File: src/rtl/thc_pkg.sv
// shared types and constants for the temperature and humidity compensation block
package thc_pkg;

  localparam int RAW_T_W = 20;
  localparam int RAW_H_W = 16;
  localparam int TEMP_W  = 15;
  localparam int MILLI_W = 17;
  localparam int CLIP_W  = 2;
  localparam int ADDR_W  = 5;
  localparam int DATA_W  = 32;

  // pipeline depth of each section
  localparam int TEMP_STAGES = 5;
  localparam int HUM_STAGES  = 17;
  localparam int NUM_STAGES  = TEMP_STAGES + HUM_STAGES;

  typedef enum logic [2:0] {
    REG_TEMP_OFFSET    = 3'd0,
    REG_TEMP_SLOPE     = 3'd1,
    REG_TEMP_CURVE     = 3'd2,
    REG_HUM_OFFSET     = 3'd3,
    REG_HUM_GAIN       = 3'd4,
    REG_HUM_TEMP_TERMS = 3'd5,
    REG_HUM_SQUARE     = 3'd6,
    REG_HUM_SQUARE_T   = 3'd7
  } reg_idx_t;

  typedef enum logic [1:0] {
    CLIP_NONE = 2'd0,
    CLIP_HIGH = 2'd1,
    CLIP_LOW  = 2'd2
  } clip_t;

  typedef struct packed {
    logic [15:0] t1;
    logic [15:0] t2;
    logic [7:0]  t3;
    logic [11:0] h1;
    logic [11:0] h2;
    logic [23:0] h345;
    logic [7:0]  h6;
    logic [7:0]  h7;
  } cal_t;

  localparam logic signed [14:0] TEMP_MIN  = -15'sd4000;
  localparam logic signed [14:0] TEMP_MAX  = 15'sd8500;
  localparam logic [16:0]        MILLI_MAX = 17'd100000;

  // 2^37, rounding half up before the shift by 38
  localparam logic signed [56:0] TEMP_ROUND = 57'sd137438953472;
  // 2^20 * 10^4
  localparam logic signed [35:0] K_BASE     = 36'sd10485760000;

  // floor division by 128000000 = 2^13 * 15625
  localparam logic [26:0] DIV_A_BIAS = 27'd127999999;
  localparam logic [28:0] DIV_A_M    = 29'd281474976;
  localparam logic [13:0] DIV_A_D    = 14'd15625;
  localparam logic [15:0] DIV_A_D1   = 16'd15625;
  localparam logic [15:0] DIV_A_D2   = 16'd31250;

  // floor division by 209715200 = 2^23 * 25
  localparam logic [4:0]  DIV_B_BIAS  = 5'd24;
  localparam logic [27:0] DIV_B_M     = 28'd171798691;
  localparam logic [4:0]  DIV_B_D     = 5'd25;
  localparam logic [12:0] DIV_B_RECIP = 13'd5243;

endpackage

File: src/rtl/thc_regs.sv
// calibration register file behind the apb-style port
module thc_regs (
  input  logic                        clk,
  input  logic                        rst_n,
  input  logic                        psel,
  input  logic                        penable,
  input  logic                        pwrite,
  input  logic [thc_pkg::ADDR_W-1:0]  paddr,
  input  logic [thc_pkg::DATA_W-1:0]  pwdata,
  output logic [thc_pkg::DATA_W-1:0]  prdata,
  output logic                        pready,
  output thc_pkg::cal_t               cal
);

  thc_pkg::cal_t     cal_r;
  thc_pkg::reg_idx_t idx;

  assign idx    = thc_pkg::reg_idx_t'(paddr[thc_pkg::ADDR_W-1:2]);
  assign pready = 1'b1;
  assign cal    = cal_r;

  always_ff @(posedge clk) begin
    if (!rst_n) begin
      cal_r <= '0;
    end else if (psel && penable && pwrite) begin
      unique case (idx)
        thc_pkg::REG_TEMP_OFFSET:    cal_r.t1   <= pwdata[15:0];
        thc_pkg::REG_TEMP_SLOPE:     cal_r.t2   <= pwdata[15:0];
        thc_pkg::REG_TEMP_CURVE:     cal_r.t3   <= pwdata[7:0];
        thc_pkg::REG_HUM_OFFSET:     cal_r.h1   <= pwdata[11:0];
        thc_pkg::REG_HUM_GAIN:       cal_r.h2   <= pwdata[11:0];
        thc_pkg::REG_HUM_TEMP_TERMS: cal_r.h345 <= pwdata[23:0];
        thc_pkg::REG_HUM_SQUARE:     cal_r.h6   <= pwdata[7:0];
        thc_pkg::REG_HUM_SQUARE_T:   cal_r.h7   <= pwdata[7:0];
      endcase
    end
  end

  always_comb begin
    unique case (idx)
      thc_pkg::REG_TEMP_OFFSET:    prdata = 32'(cal_r.t1);
      thc_pkg::REG_TEMP_SLOPE:     prdata = 32'(cal_r.t2);
      thc_pkg::REG_TEMP_CURVE:     prdata = 32'(cal_r.t3);
      thc_pkg::REG_HUM_OFFSET:     prdata = 32'(cal_r.h1);
      thc_pkg::REG_HUM_GAIN:       prdata = 32'(cal_r.h2);
      thc_pkg::REG_HUM_TEMP_TERMS: prdata = 32'(cal_r.h345);
      thc_pkg::REG_HUM_SQUARE:     prdata = 32'(cal_r.h6);
      thc_pkg::REG_HUM_SQUARE_T:   prdata = 32'(cal_r.h7);
    endcase
  end

endmodule

File: config.mk
export PLATFORM = sky130hd
export DESIGN_NAME = thc_regs
export DESIGN_NICKNAME = d
export VERILOG_FILES = /design/src/rtl/thc_pkg.sv /design/src/rtl/thc_regs.sv
export SDC_FILE = /design/constraint.sdc
export NUM_CORES = 1
export LEC_CHECK = 0
export BUFFER_PORTS_ARGS = -buffer_cell sky130_fd_sc_hd__buf_2
export CAP_MARGIN = 10
export CORE_UTILIZATION = 35
export DETAILED_ROUTE_END_ITERATION = 10
export HOLD_SLACK_MARGIN = 0.06
export PLACE_DENSITY_LB_ADDON = 0.1
export SYNTH_ARGS = -nofsm -noshare
export SYNTH_HDL_FRONTEND = slang
export SYNTH_SLANG_ARGS = --single-unit
export TNS_END_PERCENT = 100
File: constraint.sdc
create_clock -name clk -period 2.35 [get_ports clk]
set_input_delay 0.1175 -clock clk [delete_from_list [all_inputs] [get_ports clk]]
set_output_delay 0.1175 -clock clk [all_outputs]
set_load 0.005 [all_outputs]
### After elaboration in Yosys (flattened, before gate mapping)

Cells that the tools add are included.

* latch bits: 0
* memories kept: 0
* memory bits (read-only): 0
* memory bits (writable): 0
* logic and storage cells: 27
* output and inout bits: 137
* bits in registers: 104
* bits of input ports: 42

* order comparisons: 0
* reductions and logical operators: 11
* div/mod/pow operators: 0
* equality and inequality tests: 7
* multiplexer cells: 1
* shift operators: 0
* $add $sub $neg: 0
* bitwise gates (word level): 0
* multiply operators: 0

Operators with widths (count)
* 32-bit case mux with 8 select lines: 1
* 2-bit AND reduction: 8
* 3-bit equality test, second input constant: 4
* 3-bit by 2-bit equality test with 1-bit output, second input constant: 2
* 3-bit by 1-bit equality test with 1-bit output, second input constant: 1
* 3-bit logical NOT: 1
* 1-bit logical AND: 2

### Depth between registers and ports, before layout

* depth in word-level cells: 3
* mapped depth: 7
* mapped depth without buffers: 4

### Least setup slack after synthesis

Ideal clock, no wire load.

* kind: input -> output
* from: in paddr[3] in the netlist's numbering
* to: out prdata[1] in the netlist's numbering
* buffers on the path: 2
* cell stages on the path: 6
* setup slack: 1.084 ns
* data required time: 2.233 ns
* arrival: 1.149 ns
* cell sequence: buf_6 -> buf_6 -> mux2_2 -> a22o_1 -> a221oi_1 -> nor2_1

* cells in the longest elaborated chain, start to end: 2
* elaborated cells between the ends (all ways): 9
* classes of those cells: eq/ne: 7; mux: 1; reduce/logical: 1

RTL lines
* start, declared: line thc_regs.sv:8 `input logic [thc_pkg::ADDR_W-1:0] paddr,`
* 3-bit equality test, or another cell as far along: line thc_regs.sv:40 `unique case (idx)`
* 32-bit case mux with 8 select lines (*): line thc_regs.sv:40
* end, declared: line thc_regs.sv:10 `output logic [thc_pkg::DATA_W-1:0] prdata,`

Mark *: on every way between the ends. The rest lies on a longest branch, timed or not. The select of a mux whose other input is x is not followed.

### Worst setup path after layout

* from: in paddr[3] in the netlist's numbering
* to: out prdata[7] in the netlist's numbering

The elaborated chain is that of the path after synthesis.

==> summary.md <==
| Metric | Value |
|---|---|
| Status | finished, final reports clean |
| Synthesis-to-finish area growth | 26.03% |
| Final wirelength | 16,260 microns |
| Share of the synthesized area in the top cell type | 0.4173 |
| Hold Path Class | input port to flip-flop |
| Adder-cell share of the synthesized area | 0 |
| Initial core utilization | 0.3595 |
| Gate Count Post-Synth | 599 |
| I/O pins | 179 |
| Max FFs per register | 104 |
| Actual slew at the worst max-slew pin | 0.9518 ns |
| Setup Skew | 0 ns |
| First-pass DRT Iterations | 4 |
| Remaining DRCs | 0 |
| FF/Latch Area | 2082 sq um |
| Core area | 13,880 sq um |
| Peak supply drop | 274.0 uV |
| Nets@finish | 787 |
| Final Hold Fails | 0 |
| Final Critical Period | 1.843 ns |
| Ys Warns | 0 |
| Tcrit/Tclk final | 0.7842 |
| Total CTS buffers | 9 |
| Static Leak | 2.720 nW |
| Vias in the first global route | 4,439 |
| Crit. End Element | output port |
| Global-route wire length before repair | 24,630 microns |
| RSZ-0062 raised after global routing | false |
| GR Util All Layers | 0.2224 |
| Crit path required time | 2.23 ns |
| Area of the die | 14,740 sq um |
| Syn Area/Cell | 8.330 sq um |
| CP max FO | 12 |
| Sequential area share after synthesis | 0.4173 |
| Initial antenna violation count | 0 |
| Maxcap violations | 0 |
| Post-layout util | 0.4530 |
| Worst EP arrival | 1.73 ns |
| CTS tree | done |
| Layout cells sized above 1 | 0.2790 |
| Root Buffer | clkbuf_16 |
| Power density cells | 565.0 nW/um^2 |
| Post-synth cell types | 35 |
| Yosys top cell by area | dfxtp_1 |
| Mux contribution to synthesized area | 0.08526 |
| Clock Path Buffers | 2 |
| Via count | 4,708 |
| Fin. max-slew vios | 0 |
| Max Clock Freq | 542.6 MHz |
| Dpl hpwl | 11,180 microns |
| CTS clk-pin slew, worst paths | 0.07 ns |
| Slew Limit Headroom | 0.3655 |
| GPL Wtd Cong | 0.7853 |
| H-tree lvl count | 3 |
| Yosys reg bits | 104 |
| Final setup viols | 0 |
| DR vias/cell | 5.068 |
| Iteration-0 DRC Markers | 275 |
| Sink Count | 104 |
| Count of input and output buffers | 159 |
| Fillers | 1,387 |
| Ranking of synthesized cells by area | dfxtp_1 42%, nand2_1 11%, a21boi_0 8.1% |
| Chip Width | 121.4 microns |
| Die H | 121.4 microns |
| TNS Setup | 0 ns |
| Post-synthesis xor/xnor area fraction | 0 |
| Multi-input logic area | 2575 sq um |
| Later-pin clock latency in the skew report | 0.34 ns |
| Synth Area in Simple Gates | 0.1973 |
| Gr ovfl total | 0 |
| Routed len/inst | 17.50 microns |
| Compound-Gate Fraction of Synth Area | 0.2267 |
| Ant diodes | 0 |
| Mapped Area | 4990 sq um |
| ANT nets after route | 0 |
| Crit start category | input port |
| Pin count of the biggest net entering global routing | 105 |
| CP Class | input port to output port |
| Row count | 43 |
| Main combinational cell family by area after synthesis | compound AO/OA/AOI/OAI gates |
==> critical path: stages <==
cell	delay [ns]
buf_2	0.26
buf_4	0.25
mux2_2	0.38
a22o_1	0.19
a221oi_1	0.32
nor2_1	0.08
buf_2	0.13
==> cells in the final DEF, fill, tap and decap left out, drive strengths merged, types with 2 or more instances in the layout <==
cell type | Yosys | final
a21boi | 90 | 90
o22ai | 2 | 2
clkinv | 0 | 2
nand2 | 152 | 152
nand2b | 5 | 5
or3 | 3 | 3
conb | 2 | 9
dfxtp | 104 | 104
inv | 7 | 7
a22o | 8 | 8
clkbuf | 26 | 13
a31oi | 5 | 5
a21oi | 2 | 2
and2 | 8 | 8
nor2 | 32 | 32
dlygate4sd3 | 0 | 14
or2 | 2 | 2
a221oi | 13 | 13
a22oi | 2 | 2
o21ai | 37 | 37
nor2b | 16 | 16
buf | 37 | 177
mux2i | 29 | 29
mux2 | 10 | 10
==> routing by layer <==
layer,wire length (microns),vias up,global-route usage
met3,1139,21,0.05075
met2,7266,183,0.3452
met5,0,-,0
li1,-,2288,-
met1,7555,2216,0.2986
met4,297,0,0.08256
==> per-stage QoR <==
step | cells | worst slack, ns | total power (W) | hold WS [ns] | cell area (sq um)
4_1_cts | 929 | 0.5239 | 0.003591 | 0.06451 | 6289
3_3_place_gp | 900 | 0.4118 | 0.002110 | 0.3601 | 5864
3_5_place_dp | 900 | 0.3393 | 0.002113 | 0.3758 | 5864
5_1_grt | 929 | 0.3810 | 0.003690 | 0.06853 | 6289
2_1_floorplan | 606 | 1.084 | 0.002004 | 0.2523 | 5016
6_report | 929 | 0.5070 | 0.003553 | 0.07621 | 6289
==> synthesized netlist by cell type (all sizes together) <==
master and n:
nand3b 1, conb 2, nand2b 5, nor3 1, a21boi 90, a22o 8
o21ai 37, and2 8, nand4b 1, mux2i 29, o22ai 2, o2111ai 1
mux2 10, a31oi 5, or2 2, nand4 1, a21oi 2, a22oi 2
nand2 152, nor2 32, buf 37, or3 3, inv 7, a221oi 13
mux4 1, dfxtp 104, a211o 1, nor2b 16, clkbuf 26
==> cells by family (layout without fill, tap and decap cells) <==
family	Yosys count	after routing
AND/OR/NAND/NOR	222	222
AO/OA/AOI/OAI	161	161
flip-flops	104	104
buffers and inverters	70	213
multiplexers	40	40
other	2	9
==> final cells by class <==
cell class / count / share of cell area
clock buffers: 13 / 0.04298
clock inverters: 2 / 0.002189
inverters: 7 / 0.004178
multi-input cells: 432 / 0.4095
flip-flops and latches: 104 / 0.3311
well taps: 180 / 0.03581
repair buffers: 191 / 0.1743
==> worst paths after layout <==
path | cells after the start | from | endpoint | slack (ns)
setup / recovery | 7 | paddr[3] | prdata[7] | 0.51
setup reg to reg | 2 | cal[47] | cal[47] | 1.61
hold reg to reg | 2 | cal[81] | cal[81] | 0.47
hold / removal | 3 | pwdata[8] | cal[80] | 0.08
==> report_power, final <==
group	switching (W)	internal, W	total, W
sequential	0.0000102	0.00177	0.00178
clock	0.000661	0.000802	0.00146
combinational	0.000182	0.000124	0.000306
==> repair_timing <==
action                                 4_1_cts  5_1_grt
gates resized for setup                      0        0
buffers inserted                             0        0
endpoints found under the hold margin       22        0
hold buffers                                14        0
Power figures use the tool's default switching activity.
