## config.mk

```make
export PLATFORM = sky130hd
export DESIGN_NAME = thc_temp
export DESIGN_NICKNAME = d
export VERILOG_FILES = /design/src/rtl/thc_pkg.sv /design/src/rtl/thc_temp.sv
export SDC_FILE = /design/constraint.sdc
export NUM_CORES = 2
export LEC_CHECK = 0
export ABC_AREA = 1
export BUFFER_PORTS_ARGS = -buffer_cell sky130_fd_sc_hd__buf_2
export CAP_MARGIN = 20
export CORE_MARGIN = 10
export CORE_UTILIZATION = 30
export DETAILED_ROUTE_END_ITERATION = 7
export GPL_ROUTABILITY_DRIVEN = 1
export HOLD_SLACK_MARGIN = 0.1
export PLACE_DENSITY = 0.53
export SYNTH_ARGS = -nofsm -noshare
export SYNTH_HDL_FRONTEND = slang
export SYNTH_SLANG_ARGS = --single-unit
export TNS_END_PERCENT = 50
```

## constraint.sdc

```tcl
create_clock -name clk -period 8.9 [get_ports clk]
set_input_delay 0.445 -clock clk [delete_from_list [all_inputs] [get_ports clk]]
set_output_delay 0.445 -clock clk [all_outputs]
set_load 0.01 [all_outputs]
```

## src/rtl/thc_pkg.sv

```systemverilog
// shared types and constants for the temperature and humidity compensation block
package thc_pkg;

  localparam int RAW_T_W = 20;
  localparam int RAW_H_W = 16;
  localparam int TEMP_W  = 15;
  localparam int MILLI_W = 17;
  localparam int CLIP_W  = 2;
  localparam int ADDR_W  = 5;
  localparam int DATA_W  = 32;

  // pipeline depth of each section
  localparam int TEMP_STAGES = 5;
  localparam int HUM_STAGES  = 17;
  localparam int NUM_STAGES  = TEMP_STAGES + HUM_STAGES;

  typedef enum logic [2:0] {
    REG_TEMP_OFFSET    = 3'd0,
    REG_TEMP_SLOPE     = 3'd1,
    REG_TEMP_CURVE     = 3'd2,
    REG_HUM_OFFSET     = 3'd3,
    REG_HUM_GAIN       = 3'd4,
    REG_HUM_TEMP_TERMS = 3'd5,
    REG_HUM_SQUARE     = 3'd6,
    REG_HUM_SQUARE_T   = 3'd7
  } reg_idx_t;

  typedef enum logic [1:0] {
    CLIP_NONE = 2'd0,
    CLIP_HIGH = 2'd1,
    CLIP_LOW  = 2'd2
  } clip_t;

  typedef struct packed {
    logic [15:0] t1;
    logic [15:0] t2;
    logic [7:0]  t3;
    logic [11:0] h1;
    logic [11:0] h2;
    logic [23:0] h345;
    logic [7:0]  h6;
    logic [7:0]  h7;
  } cal_t;

  localparam logic signed [14:0] TEMP_MIN  = -15'sd4000;
  localparam logic signed [14:0] TEMP_MAX  = 15'sd8500;
  localparam logic [16:0]        MILLI_MAX = 17'd100000;

  // 2^37, rounding half up before the shift by 38
  localparam logic signed [56:0] TEMP_ROUND = 57'sd137438953472;
  // 2^20 * 10^4
  localparam logic signed [35:0] K_BASE     = 36'sd10485760000;

  // floor division by 128000000 = 2^13 * 15625
  localparam logic [26:0] DIV_A_BIAS = 27'd127999999;
  localparam logic [28:0] DIV_A_M    = 29'd281474976;
  localparam logic [13:0] DIV_A_D    = 14'd15625;
  localparam logic [15:0] DIV_A_D1   = 16'd15625;
  localparam logic [15:0] DIV_A_D2   = 16'd31250;

  // floor division by 209715200 = 2^23 * 25
  localparam logic [4:0]  DIV_B_BIAS  = 5'd24;
  localparam logic [27:0] DIV_B_M     = 28'd171798691;
  localparam logic [4:0]  DIV_B_D     = 5'd25;
  localparam logic [12:0] DIV_B_RECIP = 13'd5243;

endpackage

```

## src/rtl/thc_temp.sv

```systemverilog
// temperature compensation pipeline, five stages
module thc_temp (
  input  logic                                clk,
  input  logic [thc_pkg::TEMP_STAGES-1:0]     en,
  input  logic [thc_pkg::RAW_T_W-1:0]         raw_temperature,
  input  logic [thc_pkg::RAW_H_W-1:0]         raw_humidity,
  input  thc_pkg::cal_t                       cal,
  output logic signed [thc_pkg::TEMP_W-1:0]   temperature,
  output logic [thc_pkg::RAW_H_W-1:0]         humidity_raw
);

  localparam logic signed [18:0] TMIN19 = 19'(thc_pkg::TEMP_MIN);
  localparam logic signed [18:0] TMAX19 = 19'(thc_pkg::TEMP_MAX);

  logic signed [20:0] d_r, d_nxt;
  logic signed [36:0] lin_r, lin_nxt, lin2_r;
  logic [40:0]        sq_r;
  logic signed [41:0] sq_full;
  logic signed [47:0] cub_r, cub_nxt;
  logic signed [53:0] n_r, n_nxt;
  logic signed [56:0] n5;
  logic signed [18:0] tf;
  logic signed [14:0] temp_r, temp_nxt;
  logic [thc_pkg::RAW_H_W-1:0] h_r [thc_pkg::TEMP_STAGES];

  always_comb begin
    d_nxt   = 21'($signed({2'b00, raw_temperature}) - $signed({2'b00, cal.t1, 4'b0000}));
    lin_nxt = 37'(d_r) * 37'($signed(cal.t2));
    sq_full = 42'(d_r) * 42'(d_r);
    cub_nxt = 48'($signed({1'b0, sq_r})) * 48'($signed(cal.t3));
    n_nxt   = (54'(lin2_r) <<< 16) + 54'(cub_r);
    // times five, round half up, divide by 2^38
    n5      = (57'(n_r) <<< 2) + 57'(n_r) + thc_pkg::TEMP_ROUND;
    tf      = n5[56:38];
    if (tf < TMIN19) begin
      temp_nxt = thc_pkg::TEMP_MIN;
    end else if (tf > TMAX19) begin
      temp_nxt = thc_pkg::TEMP_MAX;
    end else begin
      temp_nxt = tf[14:0];
    end
  end

  always_ff @(posedge clk) begin
    if (en[0]) begin
      d_r    <= d_nxt;
      h_r[0] <= raw_humidity;
    end
    if (en[1]) begin
      lin_r <= lin_nxt;
      sq_r  <= sq_full[40:0];
    end
    if (en[2]) begin
      cub_r  <= cub_nxt;
      lin2_r <= lin_r;
    end
    if (en[3]) begin
      n_r <= n_nxt;
    end
    if (en[4]) begin
      temp_r <= temp_nxt;
    end
    for (int i = 1; i < thc_pkg::TEMP_STAGES; i++) begin
      if (en[i]) begin
        h_r[i] <= h_r[i-1];
      end
    end
  end

  assign temperature  = temp_r;
  assign humidity_raw = h_r[thc_pkg::TEMP_STAGES-1];

endmodule

```

## Word level (Yosys, flattened, before mapping)

Memories as Yosys holds them, arrays and structs flattened.
Index checks and enable logic that the tools add are counted.

| operators by class | value |
|---|---|
| reductions and logical operators | 1 |
| multipliers | 3 |
| order comparisons | 2 |
| add/subtract/negate cells | 4 |
| multiplexer cells | 11 |

Operators with widths:

| operator | count |
|---|---|
| $add A56 B54 Y57 | 1 |
| $add A57 B39 Y57 const B | 1 |
| $add A53 B48 Y54 | 1 |
| $mul A42 B8 Y48 | 1 |
| $mul A21 B21 Y41 | 1 |
| $mul A21 B16 Y37 | 1 |
| $sub A20 B20 Y21 | 1 |
| $gt A19 B15 Y1 const B | 1 |
| $lt A19 B13 Y1 const B | 1 |
| $mux W15 | 1 |
| $mux W1 | 10 |
| $reduce_or A2 Y1 | 1 |

| storage, ports and cells | value |
|---|---|
| memories | 1 |
| register bits after elaboration | 253 |
| bits of input ports | 146 |
| output and inout bits | 31 |
| memory bits (writable) | 80 |

Memories:

| name | words | bits a word | read ports | clocked after Yosys merged registers in | wr ports | line | text |
|---|---|---|---|---|---|---|---|
| h_r | 5 | 16 | 5 | 0 | 5 | thc_temp.sv:24 | `logic [thc_pkg::RAW_H_W-1:0] h_r [thc_pkg::TEMP_STAGES];` |

## Depth between registers and ports, before layout

| logic depth | value |
|---|---|
| word-level depth | 4 |
| gate-level depth with buffers | 31 |
| mapped depth without buffers | 29 |

## Least setup slack after synthesis

OpenSTA, ideal clock, no wires.

| path | value |
|---|---|
| path kind | reg-to-reg |
| start | register d_r[6] |
| end | register sq_r[40], data pin |
| path slack | 2.190 ns |
| required time | 8.636 ns |
| stages on the path, launching flop included | 25 |
| arrival | 6.447 ns |
| cells stage by stage | edfxtp_1 -> clkbuf_1 -> buf_1 -> nand2_1 -> fa_1 -> inv_1 -> fa_1 -> inv_1 -> fa_1 -> fa_1 -> inv_1 -> fa_1 -> inv_1 -> fa_1 -> fa_1 -> inv_1 -> ha_1 -> nand2_1 -> nor2_1 -> nand2_1 -> nor3_1 -> nand4_1 -> o2111ai_1 -> a31oi_1 -> xor2_1 |

| between the ends | value |
|---|---|
| word-level cells in the longest chain between the ends | 1 |

Ends and longest elaborated chain:

| what | line | text |
|---|---|---|
| from (decl) | thc_temp.sv:15 | `logic signed [20:0] d_r, d_nxt;` |
| from (signal assigned) | thc_temp.sv:46 | `d_r <= d_nxt;` |
| $mul A21 B21 Y41 | thc_temp.sv:29 | `sq_full = 42'(d_r) * 42'(d_r);` |
| named net sq_full[40] | thc_temp.sv:18 | `logic signed [41:0] sq_full;` |
| to (signal assigned) | thc_temp.sv:51 | `sq_r <= sq_full[40:0];` |
| to (decl) | thc_temp.sv:17 | `logic [40:0] sq_r;` |

The timed path passes the listed nets, and every way through them passes these cells.
A chain may end at the register's enable or synchronous reset.

## Worst setup path in the final report

| path | value |
|---|---|
| start | register d_r[20] |
| end | register sq_r[40], data pin |

Same word-level chain as after synthesis.

==> results.md <==
* Outcome: complete, no violations
* Top-Level Pins at between 150 and 200
* Most frequent standard cell in the layout excluding fill and tap cells: sky130_fd_sc_hd__inv_1
* Clock latency on the worst-skew pair at between 0.6 and 0.7 ns
* Area of the core at approximately 0.19 mm2
* Total CTS buffers at 37
* Number of synthesized flops with an enable pin at 332
* Reg2reg end: sq_r[40]
* TritonCTS clock tree: done
* Setup fix buffers added after clock tree synthesis at 0
* Vias per cell at 4.40
* Peak clock frequency supported by timing at 131 MHz
* Number of max-cap violations at 0
* Area after DPL at 0.0594 mm2
* Floorplan die area at 0.205 mm2
* Clock tree buffer depth at 3
* Data arrival at the endpoint of the critical path at 7.95 ns
* Wire length of the first global-routing pass at about 230000 um
* Initial core utilization at 0.302
* Via count at between 40000 and 50000
* Number of global-route vias before repair at 43700
* Sum Neg Setup Slack at 0 ns
* Horizontal extent of the die at 453 um
* DP HPWL at ~120000 um
* TritonRoute pass-1 iters at 6
* Critical path capture point type: flip-flop
* Fill cell total of the finished layout at 19612
* Number of pins with negative max-slew slack in the final report at 0
* Post-synthesis net count at 8253
* Area growth, synth to finish at 8.28%
* Area contributors post-synth: sky130_fd_sc_hd__fa_1, sky130_fd_sc_hd__edfxtp_1, sky130_fd_sc_hd__inv_1
* Antenna violations before repair at 12
* Worst R2R Start: d_r[20]
* Cell variety after synth at 51
* Worst reg-to-reg path cell count at 22
* Post-cts sizing count at 0
* Die Y-Extent at 453 um
* Final min period at 7.61 ns
* Routability congestion estimate at 0.891
* Layout cells sized above 1 at 0.0434
* Yosys synthesis warning count at 0
* Final worst slack at 1.29 ns
* Post-route clock period utilization at 0.855
* Instance count of the mapped netlist at around 6700
* Category of the critical setup timing path: reg -> reg
* Max H-tree Level at 2
* Number of cell rows at 158
* Hold bufs inserted after CTS at 20
* Drt initial violations at 2118
* Post-layout instance area at 0.0609 mm2
* Setup repair after global routing missed its margin: false
* Worst slew pin tran at 1.05 ns
* Yosys reg bits at 332
* Final-report hold violation count at 0
* Worst slew margin relative to its limit at 0.302
* Sequential fraction of the synthesis area at 0.177
* First element of the critical path: d_r[20]
* Final setup viols at 0
* Worst reg-to-reg setup slack at 1.29 ns
* CTS root buffer: sky130_fd_sc_hd__clkbuf_16
* Total Routed Length at 140000 um
* Port Buffer Count at 112
* Leading area contributor after synthesis: sky130_fd_sc_hd__fa_1
* Startpoint of the worst hold path: en[3]
* Syn_area_per_cell at 8.45 um2
* Post-placement worst setup slack at 1.36 ns
* Number of nets still failing antenna checks after routing at 0
* Mean routed wirelength per cell at 15.3 um
* Synthesized area at 0.0562 mm2
* Type of the worst min-delay path: in -> reg
* Final-layout worst hold slack at between 0.15 and 0.2 ns
* Prevailing post-synth register cell: sky130_fd_sc_hd__edfxtp_1
* DRC violations left at 0
* Commonest cells after routing, fill and taps aside: sky130_fd_sc_hd__inv_1, sky130_fd_sc_hd__nand2_1, sky130_fd_sc_hd__fa_1, sky130_fd_sc_hd__ha_1, sky130_fd_sc_hd__edfxtp_1
* Reg clk slew, reported paths at 0.08 ns
* Pin count of the biggest net entering global routing at 78
* Area share of the largest cell type after synthesis at 0.346
* Critical Path Fanout Max at 18
* Synth async-reset ratio at 0
* Capture point of the critical path: sq_r[40]
* Data required, critical path at 9.24 ns
* Setup clock skew after layout at 0.0887 ns
* TritonCTS Sinks at 332
* Overall Global Routing Usage at 0.139
* Final layout net count at 8263
* Worst Setup Start Kind: flip-flop
* Total congestion overflow after global routing at 0
## through the flow
step	instances	utilization
CTS	9178	0.327
detailed placement	9090	0.320
floorplan	6660	-
finish	9182	0.327
global placement	9090	0.320
global route	9181	0.327
## routing by layer
| metal | vias to the layer above | GRT usage | part of all wire |
|---|---|---|---|
| li1 | 19561 | - | - |
| met1 | 19968 | 0.186 | 0.45 |
| met2 | 734 | 0.242 | 0.49 |
| met3 | 164 | 0.0143 | 0.038 |
| met4 | 4 | 0.0330 | 0.025 |
| met5 | - | 0 | 0.00023 |
## logic make-up after synthesis
family / synth area share
flip-flops: 0.177
XOR/XNOR: 0.0316
adder cells (fa/ha/maj): 0.452
other: 0.000134
buffers and inverters: 0.148
AND/OR/NAND/NOR: 0.139
AO/OA/AOI/OAI: 0.0521
## critical path, stage by stage (launching register included)
cell	delay [ns]
sky130_fd_sc_hd__edfxtp_1	0.85
sky130_fd_sc_hd__nand2_1	0.24
sky130_fd_sc_hd__fa_1	0.64
sky130_fd_sc_hd__inv_1	0.13
sky130_fd_sc_hd__fa_1	0.56
sky130_fd_sc_hd__inv_1	0.06
sky130_fd_sc_hd__fa_1	0.70
sky130_fd_sc_hd__inv_1	0.29
sky130_fd_sc_hd__fa_1	0.55
sky130_fd_sc_hd__inv_1	0.05
sky130_fd_sc_hd__fa_1	0.55
sky130_fd_sc_hd__fa_1	0.44
sky130_fd_sc_hd__fa_1	0.51
sky130_fd_sc_hd__inv_1	0.05
sky130_fd_sc_hd__ha_1	0.37
sky130_fd_sc_hd__nand2_1	0.10
sky130_fd_sc_hd__nor2_1	0.17
sky130_fd_sc_hd__nand2_1	0.14
sky130_fd_sc_hd__nor3_1	0.24
sky130_fd_sc_hd__nand4_1	0.15
sky130_fd_sc_hd__o2111ai_1	0.20
sky130_fd_sc_hd__a31oi_1	0.15
sky130_fd_sc_hd__xor2_1	0.16
## flip-flops by register name, summed over array words and instances (netlist names)
name and flops:
cub_r 48, d_r 21, h_r 80, lin2_r 37, lin_r 37, n_r 54
sq_r 40, temperature 15
## worst min-delay path by stage
stage                      end  slack (ns)  cells after the start
finish                  n_r[1]        0.17                      1
global route            n_r[0]        0.16                      1
CTS                     n_r[1]        0.12                      1
detailed placement  h_r[0][41]        0.40                      0
global placement    h_r[0][34]        0.40                      0
floorplan           h_r[0][16]        0.40                      0
## final cells by class
| cell class | instances | area (um2) | area share |
|---|---|---|---|
| Timing Repair Buffer | 178 | 1170 | 0.0192 |
| Sequential cell | 332 | 9970 | 0.164 |
| Inverter | 1993 | 7480 | 0.123 |
| Tap cell | 2480 | 3100 | 0.0510 |
| Multi-Input combinational cell | 4128 | 38000 | 0.623 |
| Clock buffer | 43 | 970 | 0.0159 |
| Antenna cell | 3 | 7.51 | 0.000123 |
| Clock inverter | 25 | 248 | 0.00407 |
## synth_stat cells (9+ instances only)
cell type and count:
sky130_fd_sc_hd__o221ai_1 9, sky130_fd_sc_hd__clkbuf_1 147, sky130_fd_sc_hd__nor2_2 10, sky130_fd_sc_hd__ha_1 475
sky130_fd_sc_hd__o21a_1 22, sky130_fd_sc_hd__buf_4 17, sky130_fd_sc_hd__fa_1 972, sky130_fd_sc_hd__nand4_1 22
sky130_fd_sc_hd__nor2_1 279, sky130_fd_sc_hd__nand3_1 87, sky130_fd_sc_hd__buf_1 42, sky130_fd_sc_hd__a21boi_0 9
sky130_fd_sc_hd__xor2_1 128, sky130_fd_sc_hd__o21ai_0 112, sky130_fd_sc_hd__o21bai_1 23, sky130_fd_sc_hd__inv_1 1993
sky130_fd_sc_hd__edfxtp_1 332, sky130_fd_sc_hd__nor4_1 13, sky130_fd_sc_hd__or2_2 41, sky130_fd_sc_hd__a31oi_1 35
sky130_fd_sc_hd__nor3_1 28, sky130_fd_sc_hd__xnor2_1 75, sky130_fd_sc_hd__a21oi_1 250, sky130_fd_sc_hd__nand2_2 11
sky130_fd_sc_hd__nand2_1 1453
Power is not shown: default switching activity piles up to over one toggle a cycle in this logic, so the estimate is an artifact.
